$ cat src/sv/cls_pkg.sv
// Shared widths, operation and status codes, and controller/datapath interface types.
`timescale 1ns / 1ps
package cls_pkg;

  localparam int OP_W  = 2;
  localparam int VAL_W = 16;
  localparam int POS_W = 8;
  localparam int ST_W  = 2;
  localparam int CNT_W = 7;

  localparam logic [OP_W-1:0] OP_INSERT = 2'd0;
  localparam logic [OP_W-1:0] OP_REMOVE = 2'd1;
  localparam logic [OP_W-1:0] OP_READ   = 2'd2;

  localparam logic [ST_W-1:0] ST_DONE    = 2'd0;
  localparam logic [ST_W-1:0] ST_FULL    = 2'd1;
  localparam logic [ST_W-1:0] ST_MISSING = 2'd2;
  localparam logic [ST_W-1:0] ST_EMPTY   = 2'd3;

  typedef struct packed {
    logic            capture;
    logic            idx_inc;
    logic            rd_idx;
    logic            rd_next;
    logic            rd_rem;
    logic            wr_shift;
    logic            insert;
    logic            count_dec;
    logic            mod_start;
    logic            res_set;
    logic [ST_W-1:0] res_status;
    logic            res_take_rd;
    logic            out_load;
  } cls_cmd_t;

  typedef struct packed {
    logic [OP_W-1:0] op;
    logic            full;
    logic            empty;
    logic            match;
    logic            idx_last;
    logic            shift_last;
    logic            mod_done;
    logic            out_free;
  } cls_sts_t;

endpackage

$ cat src/sv/cls_mod.sv
// Iterative restoring remainder unit: position modulo entry count, one bit per cycle.
`timescale 1ns / 1ps
module cls_mod #(
  parameter int CW = 7
) (
  input  logic                     clk_i,
  input  logic                     rst_ni,
  input  logic                     start_i,
  input  logic [cls_pkg::POS_W-1:0] dividend_i,
  input  logic [CW-1:0]            divisor_i,
  output logic                     busy_o,
  output logic [CW-1:0]            rem_o
);
  import cls_pkg::*;

  localparam int BW = $clog2(POS_W);

  logic          busy_q, busy_d;
  logic [BW-1:0] bit_q, bit_d;
  logic [CW-1:0] rem_q, rem_d;
  logic [CW:0]   trial;
  logic [CW:0]   diff;

  assign trial = {rem_q, dividend_i[bit_q]};
  assign diff  = trial - {1'b0, divisor_i};

  always_comb begin
    busy_d = busy_q;
    bit_d  = bit_q;
    rem_d  = rem_q;
    if (start_i) begin
      busy_d = 1'b1;
      bit_d  = BW'(POS_W - 1);
      rem_d  = '0;
    end else if (busy_q) begin
      rem_d = (trial >= {1'b0, divisor_i}) ? diff[CW-1:0] : trial[CW-1:0];
      bit_d = bit_q - 1'b1;
      if (bit_q == '0) begin
        busy_d = 1'b0;
      end
    end
  end

  always_ff @(posedge clk_i or negedge rst_ni) begin
    if (!rst_ni) begin
      busy_q <= 1'b0;
      bit_q  <= '0;
    end else begin
      busy_q <= busy_d;
      bit_q  <= bit_d;
    end
  end

  always_ff @(posedge clk_i) begin
    rem_q <= rem_d;
  end

  assign busy_o = busy_q;
  assign rem_o  = rem_q;

endmodule

$ cat src/sv/cls_dp.sv
// Datapath: ring memory with head pointer, count, walk index, remainder unit, result registers.
`timescale 1ns / 1ps
module cls_dp #(
  parameter int DEPTH = 64
) (
  input  logic                      clk_i,
  input  logic                      rst_ni,
  input  logic [cls_pkg::OP_W-1:0]  operation_i,
  input  logic [cls_pkg::VAL_W-1:0] item_value_i,
  input  logic [cls_pkg::POS_W-1:0] position_i,
  input  cls_pkg::cls_cmd_t         cmd_i,
  output cls_pkg::cls_sts_t         sts_o,
  input  logic                      out_stall_i,
  output logic                      out_valid_o,
  output logic [cls_pkg::ST_W-1:0]  status_o,
  output logic [cls_pkg::VAL_W-1:0] read_value_o,
  output logic [cls_pkg::CNT_W-1:0] entry_count_o
);
  import cls_pkg::*;

  localparam int AW = (DEPTH > 1) ? $clog2(DEPTH) : 1;
  localparam int CW = $clog2(DEPTH + 1);

  function automatic logic [AW-1:0] phys(input logic [AW-1:0] base, input logic [CW-1:0] k);
    logic [CW:0] s;
    s = (CW+1)'(base) + (CW+1)'(k);
    if (s >= (CW+1)'(DEPTH)) s = s - (CW+1)'(DEPTH);
    return s[AW-1:0];
  endfunction

  logic [VAL_W-1:0] mem_q [DEPTH];
  logic [VAL_W-1:0] rdata_q;

  logic [OP_W-1:0]  op_q;
  logic [VAL_W-1:0] val_q;
  logic [POS_W-1:0] pos_q;
  logic [AW-1:0]    head_q, head_d;
  logic [CW-1:0]    count_q, count_d;
  logic [CW-1:0]    idx_q, idx_d;
  logic [ST_W-1:0]  res_status_q;
  logic [VAL_W-1:0] res_val_q;
  logic             out_valid_q, out_valid_d;
  logic [ST_W-1:0]  out_status_q;
  logic [VAL_W-1:0] out_val_q;
  logic [CNT_W-1:0] out_cnt_q;

  logic [AW-1:0]    head_dec;
  logic [CW-1:0]    idx_p1;
  logic [CW-1:0]    count_m1;
  logic [CW-1:0]    rem;
  logic [CW-1:0]    rd_k;
  logic [AW-1:0]    raddr;
  logic [AW-1:0]    waddr;
  logic [VAL_W-1:0] wdata;
  logic             we;
  logic             re;
  logic             mod_busy;
  logic [CW+CNT_W-1:0] count_ext;

  cls_mod #(.CW(CW)) u_mod (
    .clk_i      (clk_i),
    .rst_ni     (rst_ni),
    .start_i    (cmd_i.mod_start),
    .dividend_i (pos_q),
    .divisor_i  (count_q),
    .busy_o     (mod_busy),
    .rem_o      (rem)
  );

  assign head_dec = (head_q == '0) ? AW'(DEPTH - 1) : head_q - 1'b1;
  assign idx_p1   = idx_q + 1'b1;
  assign count_m1 = count_q - 1'b1;

  assign rd_k  = cmd_i.rd_rem ? rem : (cmd_i.rd_next ? idx_p1 : idx_q);
  assign raddr = phys(head_q, rd_k);
  assign re    = cmd_i.rd_idx | cmd_i.rd_next | cmd_i.rd_rem;
  assign we    = cmd_i.insert | cmd_i.wr_shift;
  assign waddr = cmd_i.insert ? head_dec : phys(head_q, idx_q);
  assign wdata = cmd_i.insert ? val_q : rdata_q;

  always_ff @(posedge clk_i) begin
    if (we) begin
      mem_q[waddr] <= wdata;
    end
    if (re) begin
      rdata_q <= mem_q[raddr];
    end
  end

  always_comb begin
    head_d  = head_q;
    count_d = count_q;
    idx_d   = idx_q;
    if (cmd_i.capture) begin
      idx_d = '0;
    end else if (cmd_i.idx_inc) begin
      idx_d = idx_p1;
    end
    if (cmd_i.insert) begin
      head_d  = head_dec;
      count_d = count_q + 1'b1;
    end else if (cmd_i.count_dec) begin
      count_d = count_m1;
    end
  end

  always_comb begin
    out_valid_d = out_valid_q;
    if (cmd_i.out_load) begin
      out_valid_d = 1'b1;
    end else if (!out_stall_i) begin
      out_valid_d = 1'b0;
    end
  end

  always_ff @(posedge clk_i or negedge rst_ni) begin
    if (!rst_ni) begin
      head_q      <= '0;
      count_q     <= '0;
      idx_q       <= '0;
      out_valid_q <= 1'b0;
    end else begin
      head_q      <= head_d;
      count_q     <= count_d;
      idx_q       <= idx_d;
      out_valid_q <= out_valid_d;
    end
  end

  assign count_ext = (CW+CNT_W)'(count_q);

  always_ff @(posedge clk_i) begin
    if (cmd_i.capture) begin
      op_q  <= operation_i;
      val_q <= item_value_i;
      pos_q <= position_i;
    end
    if (cmd_i.res_set) begin
      res_status_q <= cmd_i.res_status;
      res_val_q    <= cmd_i.res_take_rd ? rdata_q : '0;
    end
    if (cmd_i.out_load) begin
      out_status_q <= res_status_q;
      out_val_q    <= res_val_q;
      out_cnt_q    <= count_ext[CNT_W-1:0];
    end
  end

  assign sts_o.op         = op_q;
  assign sts_o.full       = (count_q == CW'(DEPTH));
  assign sts_o.empty      = (count_q == '0);
  assign sts_o.match      = (rdata_q == val_q);
  assign sts_o.idx_last   = (idx_q == count_m1);
  assign sts_o.shift_last = (idx_p1 == count_m1);
  assign sts_o.mod_done   = !mod_busy;
  assign sts_o.out_free   = !out_valid_q || !out_stall_i;

  assign out_valid_o   = out_valid_q;
  assign status_o      = out_status_q;
  assign read_value_o  = out_val_q;
  assign entry_count_o = out_cnt_q;

endmodule

$ cat src/sv/cls_ctrl.sv
// Controller: sequences insert, search-and-shift remove, and modulo read over the datapath.
`timescale 1ns / 1ps
module cls_ctrl (
  input  logic              clk_i,
  input  logic              rst_ni,
  input  logic              in_valid_i,
  output logic              busy_o,
  output cls_pkg::cls_cmd_t cmd_o,
  input  cls_pkg::cls_sts_t sts_i
);
  import cls_pkg::*;

  typedef enum logic [7:0] {
    S_IDLE     = 8'b0000_0001,
    S_DECODE   = 8'b0000_0010,
    S_SRCH     = 8'b0000_0100,
    S_SHIFT_WR = 8'b0000_1000,
    S_SHIFT_RD = 8'b0001_0000,
    S_MOD      = 8'b0010_0000,
    S_RD_DATA  = 8'b0100_0000,
    S_DONE     = 8'b1000_0000
  } state_e;

  state_e state_q, state_d;

  always_comb begin
    state_d = state_q;
    cmd_o   = '0;
    unique case (state_q)
      S_IDLE: begin
        if (in_valid_i) begin
          cmd_o.capture = 1'b1;
          state_d       = S_DECODE;
        end
      end
      S_DECODE: begin
        unique case (sts_i.op)
          OP_INSERT: begin
            cmd_o.res_set = 1'b1;
            if (sts_i.full) begin
              cmd_o.res_status = ST_FULL;
            end else begin
              cmd_o.insert     = 1'b1;
              cmd_o.res_status = ST_DONE;
            end
            state_d = S_DONE;
          end
          OP_REMOVE: begin
            if (sts_i.empty) begin
              cmd_o.res_set    = 1'b1;
              cmd_o.res_status = ST_EMPTY;
              state_d          = S_DONE;
            end else begin
              cmd_o.rd_idx = 1'b1;
              state_d      = S_SRCH;
            end
          end
          OP_READ: begin
            if (sts_i.empty) begin
              cmd_o.res_set    = 1'b1;
              cmd_o.res_status = ST_EMPTY;
              state_d          = S_DONE;
            end else begin
              cmd_o.mod_start = 1'b1;
              state_d         = S_MOD;
            end
          end
          default: begin
            cmd_o.res_set    = 1'b1;
            cmd_o.res_status = ST_DONE;
            state_d          = S_DONE;
          end
        endcase
      end
      S_SRCH: begin
        if (sts_i.match) begin
          if (sts_i.idx_last) begin
            cmd_o.count_dec  = 1'b1;
            cmd_o.res_set    = 1'b1;
            cmd_o.res_status = ST_DONE;
            state_d          = S_DONE;
          end else begin
            cmd_o.rd_next = 1'b1;
            state_d       = S_SHIFT_WR;
          end
        end else if (sts_i.idx_last) begin
          cmd_o.res_set    = 1'b1;
          cmd_o.res_status = ST_MISSING;
          state_d          = S_DONE;
        end else begin
          cmd_o.rd_next = 1'b1;
          cmd_o.idx_inc = 1'b1;
        end
      end
      S_SHIFT_WR: begin
        cmd_o.wr_shift = 1'b1;
        if (sts_i.shift_last) begin
          cmd_o.count_dec  = 1'b1;
          cmd_o.res_set    = 1'b1;
          cmd_o.res_status = ST_DONE;
          state_d          = S_DONE;
        end else begin
          cmd_o.idx_inc = 1'b1;
          state_d       = S_SHIFT_RD;
        end
      end
      S_SHIFT_RD: begin
        cmd_o.rd_next = 1'b1;
        state_d       = S_SHIFT_WR;
      end
      S_MOD: begin
        if (sts_i.mod_done) begin
          cmd_o.rd_rem = 1'b1;
          state_d      = S_RD_DATA;
        end
      end
      S_RD_DATA: begin
        cmd_o.res_set     = 1'b1;
        cmd_o.res_status  = ST_DONE;
        cmd_o.res_take_rd = 1'b1;
        state_d           = S_DONE;
      end
      S_DONE: begin
        if (sts_i.out_free) begin
          cmd_o.out_load = 1'b1;
          state_d        = S_IDLE;
        end
      end
      default: begin
        state_d = S_IDLE;
      end
    endcase
  end

  always_ff @(posedge clk_i or negedge rst_ni) begin
    if (!rst_ni) begin
      state_q <= S_IDLE;
    end else begin
      state_q <= state_d;
    end
  end

  assign busy_o = (state_q != S_IDLE);

endmodule

$ cat src/sv/circular_list_store_top.sv
// Top level: ordered ring of identifiers with insert-at-front, remove-first-match, wrapped read.
// Insert: the entry is written at the new head during decode, then the result is loaded.
// Remove: the search walks from the front to the first match at index k, then the n entries
// behind it are shifted forward; a miss walks the whole count; an empty ring answers at decode.
// Read: waits on the 8-step bit-serial remainder unit, then one memory read.
// One request in flight; a new one is taken while the previous result still waits.
// Reset clears the count, head pointer and controller; ring storage holds no reset value.
`timescale 1ns / 1ps
module circular_list_store_top #(
  parameter int DEPTH = 64
) (
  input  logic                      clk_i,
  input  logic                      rst_ni,
  input  logic                      in_valid_i,
  output logic                      in_stall_o,
  input  logic [cls_pkg::OP_W-1:0]  operation_i,
  input  logic [cls_pkg::VAL_W-1:0] item_value_i,
  input  logic [cls_pkg::POS_W-1:0] position_i,
  output logic                      out_valid_o,
  input  logic                      out_stall_i,
  output logic [cls_pkg::ST_W-1:0]  status_o,
  output logic [cls_pkg::VAL_W-1:0] read_value_o,
  output logic [cls_pkg::CNT_W-1:0] entry_count_o
);
  import cls_pkg::*;

  cls_cmd_t cmd;
  cls_sts_t sts;
  logic     busy;

  cls_ctrl u_ctrl (
    .clk_i      (clk_i),
    .rst_ni     (rst_ni),
    .in_valid_i (in_valid_i),
    .busy_o     (busy),
    .cmd_o      (cmd),
    .sts_i      (sts)
  );

  cls_dp #(.DEPTH(DEPTH)) u_dp (
    .clk_i         (clk_i),
    .rst_ni        (rst_ni),
    .operation_i   (operation_i),
    .item_value_i  (item_value_i),
    .position_i    (position_i),
    .cmd_i         (cmd),
    .sts_o         (sts),
    .out_stall_i   (out_stall_i),
    .out_valid_o   (out_valid_o),
    .status_o      (status_o),
    .read_value_o  (read_value_o),
    .entry_count_o (entry_count_o)
  );

  assign in_stall_o = busy;

endmodule

$ cat config.mk
export PLATFORM = sky130hd
export DESIGN_NAME = circular_list_store_top
export DESIGN_NICKNAME = d
export VERILOG_FILES = /design/src/sv/cls_pkg.sv /design/src/sv/cls_mod.sv /design/src/sv/cls_dp.sv /design/src/sv/cls_ctrl.sv /design/src/sv/circular_list_store_top.sv
export SDC_FILE = /design/constraint.sdc
export NUM_CORES = 1
export LEC_CHECK = 0
export BUFFER_PORTS_ARGS = -buffer_cell sky130_fd_sc_hd__buf_4
export CORE_MARGIN = 4
export CORE_UTILIZATION = 50
export DETAILED_ROUTE_END_ITERATION = 10
export PLACE_DENSITY = 0.66
export REMOVE_ABC_BUFFERS = 1
export SLEW_MARGIN = 40
export SYNTH_ARGS = -nofsm -noshare
export SYNTH_HDL_FRONTEND = slang
export SYNTH_HIERARCHICAL = 1
export SYNTH_SLANG_ARGS = --single-unit
$ cat constraint.sdc
create_clock -name clk_i -period 11.5 [get_ports clk_i]
set_input_delay 0.575 -clock clk_i [delete_from_list [all_inputs] [get_ports clk_i]]
set_output_delay 0.575 -clock clk_i [all_outputs]
set_load 0.005 [all_outputs]
# Word-level counts from Yosys, hierarchy flattened
# Memories as Yosys holds them, arrays and structs flattened. A register that Yosys moved wholly into a read port is not among the register bits.
# Cells that the tools add are included.
totals:
  regBits: 109
  latch_bits: 0
  ramBits: 1024
  rom_bits: 0
  elab_cells: 133
  n_memories: 1
classes:
  add_sub_neg: 10
  mul: 0
  div_mod_pow: 0
  order_cmp: 4
  eq_ne: 20
  shifts: 0
  n_mux: 67
  bitwise: 3
  n_reduce_logical: 12
memory_table:
  columns: ["memory", "depth", "width", "rd", "rd_clocked_by_memory_dff", "wr", "line", "rtl"]
  rows:
  - ["u_dp.mem_q", 64, 16, 1, 1, 1, "cls_dp.sv:31", "logic [VAL_W-1:0] mem_q [DEPTH];"]
ops:
  columns: ["op", "count"]
  rows:
  - ["2-to-1 mux 8 bit", 9]
  - ["one-hot mux 8 bit (8 select lines)", 1]
  - ["2-to-1 mux 7 bit", 7]
  - ["2-to-1 mux 1 bit", 31]
  - ["2-to-1 mux 6 bit", 4]
  - ["2-to-1 mux 3 bit", 7]
  - ["subtractor 6 x 1 -> 6 bit (second input constant)", 3]
  - ["adder 6 x 7 -> 8 bit", 2]
  - ["== test 16 bit", 1]
  - ["greater-or-equal comparator 8 x 7 -> 1 bit (second input constant)", 2]
  - ["2-to-1 mux 16 bit", 1]
  - ["one-hot mux 8 bit (2 select lines)", 1]
  - ["adder 7 x 1 -> 7 bit (second input constant)", 2]
  - ["== test 7 bit", 2]
  - ["one-hot mux 3 bit (4 select lines)", 1]
  - ["== test 8 x 1 -> 1 bit (second input constant)", 1]
  - ["== test 8 x 2 -> 1 bit (second input constant)", 1]
  - ["== test 8 x 3 -> 1 bit (second input constant)", 1]
  - ["== test 8 x 4 -> 1 bit (second input constant)", 1]
  - ["== test 8 x 5 -> 1 bit (second input constant)", 1]
  - ["== test 8 x 6 -> 1 bit (second input constant)", 1]
  - ["== test 8 x 7 -> 1 bit (second input constant)", 1]
  - ["== test 8 bit (second input constant)", 1]
  - ["greater-or-equal comparator 8 x 7 -> 1 bit", 1]
  - ["24 further kinds", 33]

# Depth between registers and ports, before layout
# Gate-level depths: netlist of the first run.
logic_depth:
  depth_word: 9
  depth_mapped: 22
  ltp_nobuf: 18

# By module
# The synthesis of the first run kept the hierarchy.
modules_own_cells:
  columns: ["module", "instances", "cells_each", "area_each_um2", "seq_area_each_um2"]
  rows:
  - ["cls_dp", 1, 2111, 44740.4, 33827.4]
  - ["cls_mod", 1, 123, 1072.3, 240.2]
  - ["cls_ctrl", 1, 79, 683.2, 201.4]

# Worst setup path after synthesis of the first run
# No wires, ideal clock.
synth_timing:
  kind: "register to register"
  from: "register u_dp.count_q[0]"
  to: "register u_dp.rdata_q[0] (read register of u_dp.mem_q), data pin"
  setup_time_ps: 266
  arrival_ps: 4835
  setup_slack_ps: 6399
  path_stages_with_launch: 20
  period_less_slack_ps: 5101
  cell_sequence: "dfrtp_1 -> inv_1 -> ha_1 -> nor3b_1 -> xnor2_1 -> xnor2_1 -> nor4_1 -> and4_1 -> o22ai_1 -> clkbuf_1 -> xnor2_1 -> o21ai_0 -> ha_1 -> fa_1 -> clkbuf_1 -> clkbuf_1 -> mux4_2 -> mux2_2 -> a221oi_1 -> mux2i_1"
synth_rtl:
  columns: ["element", "line", "rtl"]
  rows:
  - ["start, declared", "cls_dp.sv:38", "logic [CW-1:0] count_q, count_d;"]
  - ["start signal, assigned", "cls_dp.sv:124", "count_q <= count_d;"]
  - ["end, declared", "cls_dp.sv:32", "logic [VAL_W-1:0] rdata_q;"]

==> run_results.csv, run 1 <==
group,metric,value,unit
run_status,status,"complete, no violations",
worst_setup_path,reg2reg_from,"u_dp/count_q[0]",
placed_design,place_inst,3594,
yosys,syn-cell-area,46500,µm²
placed_design,port_buffers,56,
floorplanning,start_util,50.57,%
yosys,synthAdderAreaFrac,0.9096,%
placed_design,gp_congestion,0.8324,
floorplanning,io_pins,57,
cells_and_area,stdcell_area,52720,µm²
cts,cts.htree.levels,3,
cells_and_area,syn_to_final_growth,13.38,%
yosys,synth_ff_type,"edfxtp_1",
worst_setup_path,critPathSlowestCell,"fa_4",
yosys,yosys_warnings,6,
worst_setup_path,crit_buf_inv,3,
worst_setup_path,reg2reg_slack,4.22,ns
sta,fin_tns_setup,0,ns
yosys,ys_seq_area_share,73.70,%
sta,finalHoldViolCount,0,
yosys,synth-seq-cells,1149,
cells_and_area,nNetsFinal,2528,
sta,rsz0062_at_grt,"false",
cts,insertion_delay,0.71,ns
placed_design,placed_area,49210,µm²
sta,finalSetupViolCount,0,
worst_setup_path,cp-end-kind,"flip-flop",
grt,grt_pass1_wl,160.0,mm
min_path,holdPathStages,1,
sta,maxSlewViolCount,0,
cts,cts_buffer_depth,3,
worst_setup_path,crit_family,"buffers and inverters",
min_path,whs_endpoint,"u_dp/val_q[5]",
worst_setup_path,crit_path_start_kind,"flip-flop",
cts,cts_tree,"yes",
detailed_routing,wl_per_cell,28.42,µm
worst_setup_path,crit_type,"flip-flop to flip-flop",
detailed_routing,drt-initial-drc-count,2595,
floorplanning,coreArea,91940,µm²
grt,antenna_found_initial,0,
floorplanning,die_x,312.9,µm
detailed_routing,via_count,23110,
cts,cts_made_buffers,111,
sta,min_period_over_period,63.30,%
detailed_routing,antenna_left,0,
sta,whs,0.07127,ns
placed_design,dp_hpwl,63.91,mm
floorplanning,dieArea,97930,µm²
yosys,synth_edf_count,1109,
detailed_routing,drt-total-wl,108.0,mm
cts,cts-root-buf,"clkbuf_16",
grt,gr-total-overflow,0,
grt,grt_pass1_vias,23390,
cts,cts.sinks,1149,
sta,fmax,137.4,MHz
worst_setup_path,reg2reg_to,"u_dp/rdata_q[10]",
cts,path_clk_slew,0.06,ns
cells_and_area,diodes,0,
sta,worstMarginPinSlew,0.8827,ns
power_and_ir_drop,peakVddDrop,0.1966,mV
worst_setup_path,crit_top_cell,"xnor2_1",
worst_setup_path,cp_slowest_stage_delay,1.17,ns
floorplanning,die_y,312.9,µm
sta,skew,0.04170,ns
detailed_routing,first_pass_iters,5,
grt,track_usage,22.31,%
cells_and_area,layout.cells.non_filler,3799,
yosys,synth.distinct_cells,91,
power_and_ir_drop,power.leakage,17.08,nW
yosys,async_reset_ff_share,2.872,%
min_path,min-delay-start,"item_value_i[5]",
detailed_routing,drcViolationCount,0,
worst_setup_path,worstPathArrival,7.71,ns
job,max_cap_violations,0,
yosys,synth_compound_area_share,2.758,%
worst_setup_path,required,11.93,ns
worst_setup_path,cp.depth,19,
yosys,syn_area_per_cell,20.10,µm²
yosys,synth_xor_area_share,1.179,%
sta,max_slew_margin,41.15,%
grt,grt_max_degree,126,
yosys,syn_inst,2313,
cells_and_area,final_cell_mix,"edfxtp_1, mux4_2, buf_4",
floorplanning,num_rows,111,
sta,min_period,7.280,ns
yosys,yosys.area_share.simple,3.404,%
cells_and_area,nFillCells,6821,
cells_and_area,drive_gt1_share,27.43,%
worst_setup_path,reg2reg_depth,19,
worst_setup_path,crit_chain,"inv_1 > ha_1 > nor3b_1 > xnor2_1 > xnor2_1 > nor4_1 > and4_1 > o22ai_1 > xnor2_1 > o21ai_0 > ha_4 > fa_4 > buf_4 > buf_4 > mux4_2 > mux2i_1 > o22ai_1 > a221oi_1 > mux2i_1",
yosys,muxShareOfSynthArea,16.55,%
cells_and_area,layout_commonest_cell,"edfxtp_1",
yosys,synth_top_family_by_area,"multiplexers",
worst_setup_path,crit_fanout,53,
detailed_routing,avgViaCountPerCell,6.082,
power_and_ir_drop,power_density,232.2,nW/µm²
min_path,min_path_type,"input pin to flip-flop",
through the flow:
step | utilization (%) | worst slack [ns] | power (W)
global route | 57.34 | 3.716 | 0.01280
global placement | 53.24 | 4.304 | 0.008793
detailed placement | 53.52 | 4.215 | 0.008877
CTS | 57.29 | 4.199 | 0.01233
floorplan | - | -2.256 | 0.008538
finish | 57.34 | 4.220 | 0.01224
per-layer routing:
layer | routed length [µm] | vias up | track usage (%)
met5 | 0 | - | 0
met4 | 2171 | 0 | 5.050
met3 | 10070 | 135 | 5.534
met2 | 51170 | 952 | 34.73
met1 | 44560 | 12210 | 32.41
li1 | - | 9814 | -
timing repair:
| action | CTS | global route |
|---|---|---|
| hold buffers | 1 | 0 |
| hold endpoints to repair | 32 | 0 |
| resized for setup | 0 | 0 |
| buffers inserted | 0 | 0 |
cells by family after synthesis:
logic type,count (synthesis)
AO/OA/AOI/OAI,178
XOR/XNOR,61
adder cells (fa/ha/maj),32
buffers and inverters,155
flip-flops,1149
multiplexers,440
AND/OR/NAND/NOR,298
synthesized netlist by cell type (17+ instances only):
| master | count | area share, % |
|---|---|---|
| inv_1 | 31 | 0.25 |
| nor3_1 | 46 | 0.50 |
| ha_1 | 29 | 0.78 |
| dfrtp_1 | 32 | 1.7 |
| edfxtp_1 | 1109 | 72 |
| clkbuf_1 | 60 | 0.48 |
| nor2_1 | 76 | 0.61 |
| mux2_2 | 50 | 1.2 |
| a21oi_1 | 32 | 0.34 |
| mux2i_1 | 132 | 2.8 |
| buf_1 | 17 | 0.14 |
| o22ai_1 | 34 | 0.46 |
| o21ai_0 | 24 | 0.26 |
| and2_1 | 21 | 0.28 |
| mux4_2 | 258 | 12 |
| xnor2_1 | 40 | 0.75 |
| buf_2 | 35 | 0.38 |
| nand2_1 | 51 | 0.41 |
| xor2_1 | 20 | 0.38 |
registers in the layout (all words and copies together) (netlist names), 6 cells and up:
| name | flops |
|---|---|
| u_ctrl/state_q | 8 |
| u_dp/count_q | 7 |
| u_dp/entry_count_o | 7 |
| u_dp/head_q | 6 |
| u_dp/idx_q | 7 |
| u_dp/mem_q | 1024 |
| u_dp/pos_q | 8 |
| u_dp/rdata_q | 16 |
| u_dp/read_value_o | 16 |
| u_dp/res_val_q | 16 |
| u_dp/u_mod/rem_o | 7 |
| u_dp/val_q | 16 |
cell type report:
class | instances | area (µm²) | share of cell area (%)
multi-input cells | 1009 | 11920 | 22.61
repair buffers | 164 | 1401 | 2.658
clock buffers | 138 | 2879 | 5.461
well taps | 1243 | 1555 | 2.950
clock inverters | 65 | 576.8 | 1.094
flip-flops and latches | 1149 | 34270 | 65.01
inverters | 31 | 116.4 | 0.2207
report_power, final:
| part | total (W) | leakage [nW] | switching (W) | internal, W |
|---|---|---|---|---|
| Combinational | 0.00389 | 4.93 | 0.00221 | 0.00168 |
| Sequential | 0.00490 | 10.5 | 0.000118 | 0.00478 |
| Clock | 0.00345 | 1.68 | 0.00154 | 0.00192 |
| Total | 0.0122 | 17.1 | 0.00387 | 0.00837 |
worst max path at each step:
stage / end / slack [ns] / from
finish: u_dp/rdata_q[10] / 4.22 / u_dp/count_q[0]
global route: u_dp/rdata_q[14] / 3.72 / u_dp/count_q[1]
CTS: u_dp/rdata_q[10] / 4.20 / u_dp/count_q[0]
detailed placement: u_dp/rdata_q[10] / 4.22 / u_dp/count_q[0]
global placement: u_dp/rdata_q[14] / 4.30 / u_dp/count_q[0]
floorplan: u_dp/rdata_q[13] / -2.26 / u_dp/count_q[0]
(Power assumes the default switching activity.)
==> run 2: changes to the inputs <==
--- a/config.mk
+++ b/config.mk
@@ -9,7 +9,7 @@
 export CORE_MARGIN = 4
 export CORE_UTILIZATION = 50
 export DETAILED_ROUTE_END_ITERATION = 10
-export PLACE_DENSITY = 0.66
+export PLACE_DENSITY = 0.68
 export REMOVE_ABC_BUFFERS = 1
 export SLEW_MARGIN = 40
 export SYNTH_ARGS = -nofsm -noshare
==> constraint.sdc (replaced) <==
create_clock -name clk_i -period 5.95 [get_ports clk_i]
set_input_delay 0.2975 -clock clk_i [delete_from_list [all_inputs] [get_ports clk_i]]
set_output_delay 0.2975 -clock clk_i [all_outputs]
set_load 0.005 [all_outputs]
==> run_results.csv, run 2 (synthesis gave the netlist of run 1 again) <==
group,metric,value,unit
sta,worstMarginPinSlew,0.8354,ns
worst_setup_path,reg2reg_from,"u_dp/count_q[0]",
cts,insertion_delay,0.69,ns
placed_design,dp_hpwl,66.35,mm
detailed_routing,wl_per_cell,27.87,µm
min_path,min_path_type,"input pin to asynchronous set/reset pin",
placed_design,placed_area,49500,µm²
cts,cts_made_buffers,113,
detailed_routing,antenna_left,0,
cells_and_area,syn_to_final_growth,15.06,%
grt,antenna_found_initial,2,
floorplanning,coreArea,91940,µm²
floorplanning,die_x,312.9,µm
power_and_ir_drop,power.leakage,17.45,nW
sta,fmax,175.8,MHz
cts,cts.sinks,1149,
sta,fin_tns_setup,0,ns
worst_setup_path,reg2reg_slack,0.26,ns
cts,cts_buffer_depth,3,
detailed_routing,drt-total-wl,107.9,mm
floorplanning,num_rows,111,
power_and_ir_drop,peakVddDrop,0.2614,mV
power_and_ir_drop,power_density,455.8,nW/µm²
cts,path_clk_slew,0.06,ns
grt,gr-total-overflow,0,
detailed_routing,via_count,23630,
detailed_routing,drt-initial-drc-count,2594,
cells_and_area,nNetsFinal,2593,
sta,skew,0.02531,ns
placed_design,gp_congestion,0.8919,
cells_and_area,layout_commonest_cell,"edfxtp_1",
worst_setup_path,crit_chain,"inv_1 > ha_1 > nor3b_2 > xnor2_2 > xnor2_1 > nor4_1 > and4_1 > o22ai_1 > xnor2_1 > o21ai_0 > ha_4 > fa_4 > buf_12 > buf_12 > mux4_2 > mux2_2 > a221oi_2 > mux2i_1",
sta,min_period_over_period,95.62,%
cells_and_area,layout.cells.non_filler,3870,
cells_and_area,largest_reg_flops,1024,
floorplanning,start_util,50.57,%
worst_setup_path,required,6.36,ns
cells_and_area,drive_gt1_share,28.05,%
floorplanning,dieArea,97930,µm²
sta,finalSetupViolCount,0,
job,max_cap_violations,0,
sta,maxSlewViolCount,0,
cells_and_area,final_cell_mix,"edfxtp_1, mux4_2, buf_4",
grt,busiest_layer,"met2",
run_status,status,"complete, no violations",
grt,met1_usage,32.30,%
sta,whs,0.1042,ns
detailed_routing,drcViolationCount,0,
grt,globalRouteMet3Util,3.907,%
worst_setup_path,worstPathArrival,6.09,ns
grt,grt_pass1_wl,161.2,mm
grt,grt_pass1_vias,23950,
sta,finalHoldViolCount,0,
worst_setup_path,crit_type,"flip-flop to flip-flop",
cells_and_area,diodes,0,
detailed_routing,avgViaCountPerCell,6.107,
cells_and_area,nFillCells,6637,
grt,track_usage,22.15,%
worst_setup_path,reg2reg_depth,18,
sta,rsz0062_at_grt,"false",
cts,cts.htree.levels,3,
worst_setup_path,reg2reg_to,"u_dp/rdata_q[8]",
placed_design,port_buffers,56,
worst_setup_path,crit_fanout,43,
floorplanning,io_pins,57,
worst_setup_path,cp-end-kind,"flip-flop",
sta,max_slew_margin,44.31,%
placed_design,place_inst,3630,
cells_and_area,regMostFlops,"u_dp/mem_q",
cts,cts_tree,"yes",
detailed_routing,first_pass_iters,5,
cells_and_area,stdcell_area,53500,µm²
sta,min_period,5.689,ns
cts,postCtsSetupBuffers,0,
grt,grt_max_degree,65,
worst_setup_path,crit_path_start_kind,"flip-flop",
worst_setup_path,cp_slowest_stage_delay,0.86,ns
cts,cts-root-buf,"clkbuf_16",
floorplanning,die_y,312.9,µm
grt,use_met2,34.79,%
worst_setup_path,critPathSlowestCell,"fa_4",
## run 2: cell count changes in the layout (fill, tap and decap cells not counted), moves of 9 or more
cell	change
buf_12	+13
clkinv_2	-12
nor3_2	+9
buf_4	+27
dlygate4sd3_1	+28
nor3_4	-9
## run 2: timing repair
action / in CTS / in global routing
hold endpoints to repair: 63 / 0
setup endpoints to repair: 2 / 16
resized for setup: 2 / 2
hold buffers: 29 / 0
## run 2: area by class of cell
type                    instances  area, µm²  area share (%)
flip-flops and latches       1149      34270           64.06
multi-input cells            1009      11870           22.18
clock buffers                 145       2989           5.587
repair buffers                227       2039           3.812
well taps                    1243       1555           2.907
clock inverters                66      660.6           1.235
inverters                      31      116.4          0.2175
## run 2: worst max-delay path by stage
stage | startpoint | end | slack (ns) | depth (start not counted)
floorplan | u_dp/count_q[0] | u_dp/rdata_q[13] | -7.81 | 16
global placement | u_dp/count_q[1] | u_dp/rdata_q[10] | -0.06 | 18
detailed placement | u_dp/count_q[0] | u_dp/rdata_q[10] | -0.11 | 18
CTS | u_dp/count_q[0] | u_dp/rdata_q[8] | 0.07 | 18
global route | u_dp/count_q[1] | u_dp/rdata_q[4] | 0.02 | 17
finish | u_dp/count_q[0] | u_dp/rdata_q[8] | 0.26 | 18
## run 2: report_power, final
group | switching (W) | internal, W
Combinational | 0.00441 | 0.00351
Sequential | 0.000196 | 0.00923
Clock | 0.00297 | 0.00406
Total | 0.00758 | 0.0168
## run 2: worst max-delay path, delay by kind of cell (launching register included)
kind	cells	cell delay, ns
compound gates	3	0.81
xor+xnor	3	0.50
fa+ha+maj	3	1.28
buf+inv	3	0.66
flops	1	0.38
mux	3	0.81
simple gates	3	0.93
## run 2: stage by stage
step / util [%] / setup WS [ns] / power, W
6_report: 58.19 / 0.2607 / 0.02439
5_1_grt: 58.19 / 0.02448 / 0.02539
4_1_cts: 58.14 / 0.07171 / 0.02454
3_5_place_dp: 53.84 / -0.1068 / 0.01749
3_3_place_gp: 53.71 / -0.06440 / 0.01737
2_1_floorplan: - / -7.806 / 0.01517
## run 2: layer usage
| metal | share of wire (%) | up-vias |
|---|---|---|
| li1 | - | 9957 |
| met1 | 42 | 12510 |
| met2 | 47 | 1004 |
| met3 | 8.1 | 159 |
| met4 | 2.7 | 0 |
| met5 | 0 | - |
